**config.mk**
```make
export PLATFORM = sky130hd
export DESIGN_NAME = tag_length_frame_receiver_flat
export DESIGN_NICKNAME = d
export VERILOG_FILES = /design/src/design/tlfr_pkg.sv /design/src/design/tlfr_stream_if.sv /design/src/design/tlfr_parser.sv /design/src/design/tag_length_frame_receiver.sv /design/src/flat_wrapper.sv
export SDC_FILE = /design/constraint.sdc
export NUM_CORES = 1
export LEC_CHECK = 0
export BUFFER_PORTS_ARGS = -buffer_cell sky130_fd_sc_hd__buf_2
export CAP_MARGIN = 10
export CORE_MARGIN = 3
export CORE_UTILIZATION = 40
export DETAILED_ROUTE_END_ITERATION = 10
export PLACE_DENSITY = 0.63
export SYNTH_ARGS = -nofsm -noshare
export SYNTH_HDL_FRONTEND = slang
export SYNTH_SLANG_ARGS = --single-unit
```
**constraint.sdc**
```tcl
create_clock -name clock -period 3.2 [get_ports clock]
set_input_delay 0.32 -clock clock [delete_from_list [all_inputs] [get_ports clock]]
set_output_delay 0.32 -clock clock [all_outputs]
set_load 0.01 [all_outputs]
```
**src/design/tlfr_pkg.sv**
```systemverilog
`timescale 1ns / 1ps
`default_nettype none

package tlfr_pkg;

   // frame header constants
   localparam logic [15:0] FRAME_TAG       = 16'd2;
   localparam logic [15:0] MAX_LENGTH_INIT = 16'd1500;

   // result codes
   localparam logic [1:0] ERR_NONE    = 2'd0;
   localparam logic [1:0] ERR_BAD_TAG = 2'd1;
   localparam logic [1:0] ERR_TOO_LONG = 2'd2;

   // register map
   localparam int unsigned CSR_ADDR_WIDTH = 3;
   localparam logic CSR_IDX_MAX_LENGTH = 1'b0;

   typedef enum logic [2:0] {
      PHASE_TAG_LO  = 3'd0,
      PHASE_TAG_HI  = 3'd1,
      PHASE_LEN_LO  = 3'd2,
      PHASE_LEN_HI  = 3'd3,
      PHASE_PAYLOAD = 3'd4
   } phase_type;

   typedef struct packed {
      logic [7:0] rx_byte;
      logic       overrun;
   } req_payload_type;

   typedef struct packed {
      logic [7:0] payload_byte;
      logic       frame_last;
      logic [1:0] error_code;
      logic [7:0] overrun_total;
   } rsp_payload_type;

   // one byte handed from the input register to the parser
   typedef struct packed {
      logic       advance;
      logic [7:0] rx_byte;
      logic       overrun;
   } step_type;

   // what the parser makes of that byte
   typedef struct packed {
      logic            produce;
      rsp_payload_type payload;
   } result_type;

endpackage

`default_nettype wire

```
**src/design/tlfr_stream_if.sv**
```systemverilog
`timescale 1ns / 1ps
`default_nettype none

interface tlfr_stream_if #(
   parameter type payload_type = logic
);
   logic        valid;
   logic        ready;
   payload_type payload;

   modport source (output valid, output payload, input ready);
   modport sink (input valid, input payload, output ready);
endinterface

`default_nettype wire

```
**src/design/tlfr_parser.sv**
```systemverilog
`timescale 1ns / 1ps
`default_nettype none

module tlfr_parser (
   input  wire logic                clock,
   input  wire logic                reset,
   input  wire logic [15:0]         max_frame_length,
   input  wire tlfr_pkg::step_type   step,
   output tlfr_pkg::result_type     result
);
   import tlfr_pkg::*;

   phase_type  phase_ff, phase_in;
   logic [7:0] held_low_ff, held_low_in;
   logic [15:0] remaining_ff, remaining_in;
   logic [7:0] overrun_count_ff, overrun_count_in;
   logic [15:0] word;

   // state registers
   always_ff @(posedge clock) begin
      if (reset) begin
         phase_ff         <= PHASE_TAG_LO;
         held_low_ff      <= 8'd0;
         remaining_ff     <= 16'd0;
         overrun_count_ff <= 8'd0;
      end else begin
         phase_ff         <= phase_in;
         held_low_ff      <= held_low_in;
         remaining_ff     <= remaining_in;
         overrun_count_ff <= overrun_count_in;
      end
   end

   assign word = {step.rx_byte, held_low_ff};

   // next phase and result for the byte in hand
   always_comb begin
      phase_in         = phase_ff;
      held_low_in      = held_low_ff;
      remaining_in     = remaining_ff;
      overrun_count_in = overrun_count_ff;
      result.produce               = 1'b0;
      result.payload.payload_byte  = 8'd0;
      result.payload.frame_last    = 1'b0;
      result.payload.error_code    = ERR_NONE;
      result.payload.overrun_total = overrun_count_ff;

      if (step.advance) begin
         if (step.overrun) begin
            overrun_count_in = overrun_count_ff + 8'd1;
         end else begin
            unique case (phase_ff)
               PHASE_TAG_HI: begin
                  if (word != FRAME_TAG) begin
                     phase_in = PHASE_TAG_LO;
                     result.produce            = 1'b1;
                     result.payload.error_code = ERR_BAD_TAG;
                  end else begin
                     phase_in = PHASE_LEN_LO;
                  end
               end
               PHASE_LEN_LO: begin
                  held_low_in = step.rx_byte;
                  phase_in    = PHASE_LEN_HI;
               end
               PHASE_LEN_HI: begin
                  if (word > max_frame_length) begin
                     phase_in = PHASE_TAG_LO;
                     result.produce            = 1'b1;
                     result.payload.error_code = ERR_TOO_LONG;
                  end else if (word == 16'd0) begin
                     phase_in = PHASE_TAG_LO;
                  end else begin
                     remaining_in = word;
                     phase_in     = PHASE_PAYLOAD;
                  end
               end
               PHASE_PAYLOAD: begin
                  remaining_in = remaining_ff - 16'd1;
                  result.produce              = 1'b1;
                  result.payload.payload_byte = step.rx_byte;
                  if (remaining_ff == 16'd1) begin
                     phase_in = PHASE_TAG_LO;
                     result.payload.frame_last = 1'b1;
                  end
               end
               default: begin
                  held_low_in = step.rx_byte;
                  phase_in    = PHASE_TAG_HI;
               end
            endcase
         end
      end
   end

endmodule

`default_nettype wire

```
**src/design/tag_length_frame_receiver.sv**
```systemverilog
`timescale 1ns / 1ps
`default_nettype none

// Type-length-value deframer for a received serial byte stream.
// The req_chan sink takes one item per byte: rx_byte and an overrun flag.
// Overrun bytes are dropped and counted; others are parsed as a 2-byte
// little-endian tag (must be 2), a 2-byte little-endian length, then that
// many payload bytes. Each payload byte leaves on rsp_chan, the last one
// with frame_last set; a bad tag or a length above max_frame_length gives
// one error item and the parser hunts for a new tag.
// max_frame_length is written over the APB port at byte address 0.
// An accepted item sits in the input register; its result is formed from it
// combinationally and registered in the result register, raising rsp valid.
// Throughput: one item per cycle while rsp ready holds, set by the single
// input register feeding the parser and the single result register.
// Reset clears the parser to tag hunting, the overrun count to zero and
// max_frame_length to 1500. A stalled receiver holds the result register;
// one further item waits in the input register, then req ready drops.
module tag_length_frame_receiver (
   input  wire logic                                   clock,
   input  wire logic                                   reset,
   tlfr_stream_if.sink                                 req_chan,
   tlfr_stream_if.source                               rsp_chan,
   input  wire logic                                   psel,
   input  wire logic                                   penable,
   input  wire logic                                   pwrite,
   input  wire logic [tlfr_pkg::CSR_ADDR_WIDTH-1:0]     paddr,
   input  wire logic [31:0]                            pwdata,
   output logic [31:0]                                 prdata,
   output logic                                        pready
);
   import tlfr_pkg::*;

   logic [15:0]     max_length_ff;
   logic            in_valid_ff;
   req_payload_type in_data_ff;
   logic            out_valid_ff;
   rsp_payload_type out_data_ff;
   logic            advance;
   logic            csr_write;
   step_type        step;
   result_type      result;

   // configuration register
   assign pready    = 1'b1;
   assign csr_write = psel & penable & pwrite & pready;

   always_ff @(posedge clock) begin
      if (reset) begin
         max_length_ff <= MAX_LENGTH_INIT;
      end else if (csr_write && paddr[CSR_ADDR_WIDTH-1] == CSR_IDX_MAX_LENGTH) begin
         max_length_ff <= pwdata[15:0];
      end
   end

   always_comb begin
      prdata = 32'd0;
      if (paddr[CSR_ADDR_WIDTH-1] == CSR_IDX_MAX_LENGTH) begin
         prdata = {16'd0, max_length_ff};
      end
   end

   // the held item moves on when the result register is free or draining
   assign advance        = in_valid_ff & (~out_valid_ff | rsp_chan.ready);
   assign req_chan.ready = ~in_valid_ff | advance;

   // input register
   always_ff @(posedge clock) begin
      if (reset) begin
         in_valid_ff <= 1'b0;
      end else if (req_chan.ready) begin
         in_valid_ff <= req_chan.valid;
      end
   end

   always_ff @(posedge clock) begin
      if (req_chan.ready && req_chan.valid) begin
         in_data_ff <= req_chan.payload;
      end
   end

   assign step.advance = advance;
   assign step.rx_byte = in_data_ff.rx_byte;
   assign step.overrun = in_data_ff.overrun;

   tlfr_parser u_parser (
      .clock            (clock),
      .reset            (reset),
      .max_frame_length (max_length_ff),
      .step             (step),
      .result           (result)
   );

   // result register
   always_ff @(posedge clock) begin
      if (reset) begin
         out_valid_ff <= 1'b0;
      end else if (advance) begin
         out_valid_ff <= result.produce;
      end else if (rsp_chan.ready) begin
         out_valid_ff <= 1'b0;
      end
   end

   always_ff @(posedge clock) begin
      if (advance && result.produce) begin
         out_data_ff <= result.payload;
      end
   end

   assign rsp_chan.valid   = out_valid_ff;
   assign rsp_chan.payload = out_data_ff;

endmodule

`default_nettype wire

```
**src/flat_wrapper.sv**
```systemverilog
// flat-port wrapper written by rule: the top's interface ports become plain ports
module tag_length_frame_receiver_flat import tlfr_pkg::*;
  (clock, reset, psel, penable, pwrite, paddr, pwdata, prdata, pready, req_chan_valid, req_chan_payload, req_chan_ready, rsp_chan_valid, rsp_chan_payload, rsp_chan_ready);
  tlfr_stream_if #(.payload_type(req_payload_type)) req_chan_i ();
  tlfr_stream_if #(.payload_type(rsp_payload_type)) rsp_chan_i ();
  input  wire logic clock;
  input  wire logic reset;
  input  wire logic psel;
  input  wire logic penable;
  input  wire logic pwrite;
  input  wire logic [tlfr_pkg::CSR_ADDR_WIDTH-1:0] paddr;
  input  wire logic [31:0] pwdata;
  output logic [31:0] prdata;
  output logic pready;
  input wire logic [$bits(req_chan_i.valid)-1:0] req_chan_valid;
  input wire logic [$bits(req_chan_i.payload)-1:0] req_chan_payload;
  output wire logic [$bits(req_chan_i.ready)-1:0] req_chan_ready;
  output wire logic [$bits(rsp_chan_i.valid)-1:0] rsp_chan_valid;
  output wire logic [$bits(rsp_chan_i.payload)-1:0] rsp_chan_payload;
  input wire logic [$bits(rsp_chan_i.ready)-1:0] rsp_chan_ready;
  assign req_chan_i.valid = req_chan_valid;
  assign req_chan_i.payload = req_chan_payload;
  assign req_chan_ready = req_chan_i.ready;
  assign rsp_chan_valid = rsp_chan_i.valid;
  assign rsp_chan_payload = rsp_chan_i.payload;
  assign rsp_chan_i.ready = rsp_chan_ready;
  tag_length_frame_receiver u_core (.clock(clock), .reset(reset), .req_chan(req_chan_i), .rsp_chan(rsp_chan_i), .psel(psel), .penable(penable), .pwrite(pwrite), .paddr(paddr), .pwdata(pwdata), .prdata(prdata), .pready(pready));
endmodule
```
== Word level (Yosys, flattened, before mapping) ==
Index checks and enable logic that the tools add are counted.
Cells by class
  multiplexer cells: 21
  equality and inequality tests: 9
  add/sub/neg operators: 2
  reductions and logical operators: 13
  bitwise gates (word level): 12
  magnitude comparators: 1
Operators with widths (count)
  $mux W16: 3
  $pmux W16 S2: 1
  $mux W12: 2
  $eq A16 B1 Y1 const B: 1
  $gt A16 B16 Y1: 1
  $logic_not A16 Y1: 1
  $ne A16 B2 Y1 const B: 1
  $sub A16 B1 Y16 const B: 1
  $pmux W3 S4: 1
  $mux W3: 3
  $mux W9: 1
  $add A8 B1 Y8 const B: 1
  $not A1 Y1: 7
  $eq A3 B2 Y1 const B: 2
  $mux W1: 6
  $ne A2 B2 Y1 const B: 3
  $reduce_and A3 Y1: 2
  $reduce_or A3 Y1: 2
  $reduce_and A5 Y1: 1
  $mux W2: 2
  $pmux W2 S2: 1
  $reduce_bool A2 Y1: 2
  $and A1 B1 Y1: 3
  $eq A3 B1 Y1 const B: 1
  6 further kinds: 9
Word-level totals
  output and inout port bits: 54
  word-level logic and storage cells: 71
  input bits: 51
  register bits after elaboration: 81

== Logic depth before layout (Yosys ltp) ==
  word-level depth: 6
  depth in mapped cells: 9
  mapped depth without buffers: 8

== Hierarchy ==
A second synthesis with hierarchy kept.
Unflattened totals
  cell total of the unflattened synthesis: 439
  area total of the unflattened synthesis: 4307.9 µm²
By module, submodules not included
  tlfr_parser: instances 1, cells each 294, seq. area each 700.7 µm², area each 2424.8 µm²
  tag_length_frame_receiver: instances 1, cells each 145, seq. area each 1201.2 µm², area each 1883.1 µm²

== Worst setup path before layout ==
OpenSTA, ideal clock, no wires.
  path kind: reg-to-reg
  start point: reg u_core.in_data_ff[8] in the netlist's numbering
  end point: reg u_core.out_data_ff, in the netlist u_core.rsp_chan.payload[0] (enable)
  data required time: 2.799 ns
  stages on the path, launching flop included: 8
  arrival time: 2.723 ns
  clock period less this slack: 3.125 ns
  library setup time: 0.401 ns
  setup slack: 0.075 ns
  cell sequence: edfxtp_1 -> ha_1 -> nand4_2 -> nor4_2 -> a21boi_2 -> o31ai_2 -> or2_1 -> a21oi_1
On the way
  word-level cells in the longest chain between the ends: 6
RTL lines
  start: declaration: RTL line tag_length_frame_receiver.sv:36  | req_payload_type in_data_ff;
  start signal: assignment: RTL line tag_length_frame_receiver.sv:78  | in_data_ff <= req_chan.payload;
  $gt A16 B16 Y1 / $ne A16 B2 Y1 (equally long branches): RTL line tlfr_parser.sv:67, tlfr_parser.sv:54
  $mux W1 (on tied branches): RTL line tlfr_parser.sv:67, tlfr_parser.sv:54
  $pmux W1 S3 (*): RTL line tlfr_parser.sv:52  | unique case (phase_ff)
  $mux W12 (*): RTL line tlfr_parser.sv:49  | if (step.overrun) begin
  $mux W12 (*): RTL line tlfr_parser.sv:48  | if (step.advance) begin
  $logic_and A1 B1 Y1 (*): RTL line tag_length_frame_receiver.sv:106  | if (advance && result.produce) begin
  end signal: assignment: RTL line tag_length_frame_receiver.sv:107  | out_data_ff <= result.payload;
  end: declaration: RTL line tag_length_frame_receiver.sv:38  | rsp_payload_type out_data_ff;
Every way passes the cells marked *; elsewhere a longest branch is shown, timed or not.
A chain may end at the register's enable or synchronous reset.

== Final worst setup path ==
  start point: reg u_core.in_data_ff[8] in the netlist's numbering
  end point: reg u_core.out_data_ff, in the netlist u_core.rsp_chan.payload[16] (enable)
Same word-level chain as after synthesis.

==> results.md <==
* Outcome: complete, no violations
* Ys flop type: dfxtp_1
* Num ports at 105
* Asr flop ratio synth at 0%
* Post-CTS Repair Setup Buffers at 0
* Number of port buffers at 69
* Syn Std Cell Area at 4190 um^2
* Final period util at between 80% and 90%
* CP Launch Type: register
* Slew margin rel. at between 50% and 60%
* Worst Setup End Kind: register
* Type of the worst setup path: register to register
* Post-synth top area share at ~25%
* Sequential fraction of the synthesis area at between 40% and 50%
* VDD IR-drop max at 0.000184 V
* DRT Wirelength at about 9100 um
* Total of max-cap violations at 0
* Number of flops mapped to enable cells by yosys at 28
* Worst-Margin Slew at approximately 730 ps
* Wire length per cell at about 14 um
* Dpl cell area at ~4600 um^2
* Sink Count at around 80
* Die W at about 110 um
* RSZ-0062 raised after global routing: no
* Pleak at around 2 nW
* Area grow syn2layout at 12.8%
* Fraction of layout cells with a size suffix above 1 at about 20%
* Grt ovf at 0
* Synth warnings at 0
* Deepest clock path buffer count at 2
* H-tree depth at 3
* Drt first pass iters at 4
* Achievable frequency at approximately 360 MHz
* Slowest cell on the critical path: edfxtp_1
* CORE AREA at between 9000 and 10000 um^2
* Hold buffer count at cts at 0
* GP Congestion at ~0.8
* Initial Util at roughly 42%
* CTS Buf Count at 9
* Via-per-instance ratio at about 5
* Design area at around 4700 um^2
* Worst Hold Class: input pin to register
* Die area at about 12000 um^2
* Tot Pwr at 1.92 mW
* Initial antenna violation count at 0
* Initial DRC count at roughly 150
* PD cells at a little over 400 nW/um^2
* Post-CTS Resized at 0
* CP cell instances: ha_1, nand4_2, nor4_2, a21boi_2, o31ai_2, or2_1, a21oi_2, buf_4
* HPWL Detailed at approximately 6500 um
* Final setup TNS at 0 ps
* Via count at between 3000 and 4000
* Critical Path Max Stage Delay at 500 ps
* Row count at 36
* Final setup viols at 0
* Number of global-route vias before repair at between 2000 and 3000
* CTS Root Cell: clkbuf_8
* Tmin final at 2760 ps
* Top delay family on crit path: simple AND/OR/NAND/NOR gates
* CTS tree: built
* Critical Path RT at approximately 3200 ps
* Final Max Slew Viols at 0
* Reg clk slew, reported paths at ~80 ps
* #FFs+latches synth at 81
* Post-DRT Antenna Nets at 0
* Diodes inserted at 0
* Die Ht at about 110 um
* Critical path arrival at ~2800 ps
* Ranking of synthesized cells by area: dfxtp_1 25%, edfxtp_1 20%, ha_1 5.7%
* DRC viols at 0
* Nets at 575
* Post-Syn Instances at 444
* GRT Total Usage at 16.1%
* Post-synthesis average cell area at around 9.4 um^2
* Yosys cell types at 58
* CP Max Fanout at 19
* Clk_lat worst skew at between 300 and 400 ps
* Global-route wire length before repair at 14700 um
* Clock skew at 14.6 ps
* Library cell with the largest summed area after synthesis: dfxtp_1
* Final hold vios at 0
* Largest net degree at the start of global routing at 37
* Buffers & Inverters on Critical Path at 1
[routing by layer]
metal | GRT usage [%] | vias to the layer above | share of wire [%]
li1 | - | 1644 | -
met1 | 21.7 | 1447 | 47
met2 | 25.5 | 97 | 46
met3 | 3.70 | 10 | 5.5
met4 | 5.32 | 0 | 1.5
met5 | 0 | - | 0
[report_power, final]
part	total (mW)	leakage, nW	internal, mW	switching (mW)
combinational	0.148	1.30	0.0599	0.0881
clock	0.656	0.0845	0.286	0.370
sequential	1.11	0.669	1.08	0.0296
[metrics by stage]
step,util (%),hold WS [ps],setup WS [ps],cells
2_1_floorplan,-,417,75.3,459
3_3_place_gp,45.8,434,509,627
3_5_place_dp,45.8,438,477,627
4_1_cts,47.5,116,444,643
5_1_grt,47.5,115,225,643
6_report,47.5,132,441,643
[synth_stat cells, types with 10 or more instances]
cell	instances
nor2b_1	10
a21oi_1	27
and3_1	11
o21ai_0	11
buf_4	18
dfxtp_1	53
nor2_1	40
nand2_1	63
edfxtp_1	28
o211ai_1	18
inv_1	18
xor2_1	10
mux2i_1	21
clkbuf_1	17
ha_1	19
[kinds of logic after synthesis]
group	after synthesis	synth area share [%]
other cells	2	0.179
flops	81	45.4
fa+ha+maj	19	5.68
mux	24	5.83
buf+inv	58	7.47
simple gates	170	20.6
xor+xnor	15	3.14
compound gates	75	11.7
[flip-flops by register name, indices dropped and copies added (netlist names), 3 cells and up]
signal                            flops
u_core.u_parser.held_low_ff           8
u_core.u_parser.phase_ff              3
u_core.max_length_ff                 16
u_core.in_data_ff                     9
u_core.u_parser.remaining_ff         16
u_core.u_parser.overrun_count_ff      8
u_core.rsp_chan.payload              19
[layout make-up]
| class | count | area, um^2 |
|---|---|---|
| fillers | 950 | 5230 |
| multi-input cells | 320 | 2040 |
| flip-flops and latches | 81 | 1900 |
| repair buffers | 74 | 383 |
| well taps | 133 | 166 |
| clock buffers | 12 | 135 |
| inverters | 19 | 71.3 |
| clock inverters | 4 | 31.3 |
[cells in the final DEF (no fill, tap or decap), drive strengths merged, types with 8 or more instances in the layout]
| master | Yosys | layout |
|---|---|---|
| conb | 2 | 17 |
| xor2 | 10 | 10 |
| clkbuf | 17 | 12 |
| buf | 20 | 74 |
| dfxtp | 53 | 53 |
| nor4 | 8 | 8 |
| nor2 | 40 | 40 |
| nand2 | 63 | 63 |
| o211ai | 18 | 18 |
| edfxtp | 28 | 28 |
| ha | 19 | 19 |
| nand4 | 8 | 8 |
| and3 | 11 | 11 |
| a21oi | 27 | 27 |
| inv | 18 | 18 |
| mux2i | 21 | 21 |
| o21ai | 12 | 12 |
| nor2b | 10 | 10 |
[worst register-to-register path, cell delays in order, from the launching register on]
cell and delay, ps:
edfxtp_1 500, ha_1 380, nand4_2 160, nor4_2 320, a21boi_2 210, o31ai_2 140, or2_1 330, a21oi_2 140
buf_4 270
[worst paths after layout]
| kind | endpoint | cells after the start | from | slack [ps] |
|---|---|---|---|---|
| worst max-delay path | u_core.rsp_chan.payload[16]$_SDFFCE_PP0P_ | 8 | u_core.in_data_ff[8]$_DFFE_PP_ | 440 |
| worst min-delay path | u_core.in_data_ff[8]$_DFFE_PP_ | 1 | req_chan_payload[8] | 130 |
| worst max register to register | u_core.rsp_chan.payload[16]$_SDFFCE_PP0P_ | 8 | u_core.in_data_ff[8]$_DFFE_PP_ | 440 |
| worst min register to register | u_core.max_length_ff[12]$_SDFFE_PP0P_ | 2 | u_core.max_length_ff[12]$_SDFFE_PP0P_ | 460 |
No activity file was read; power rests on OpenSTA's default activity.
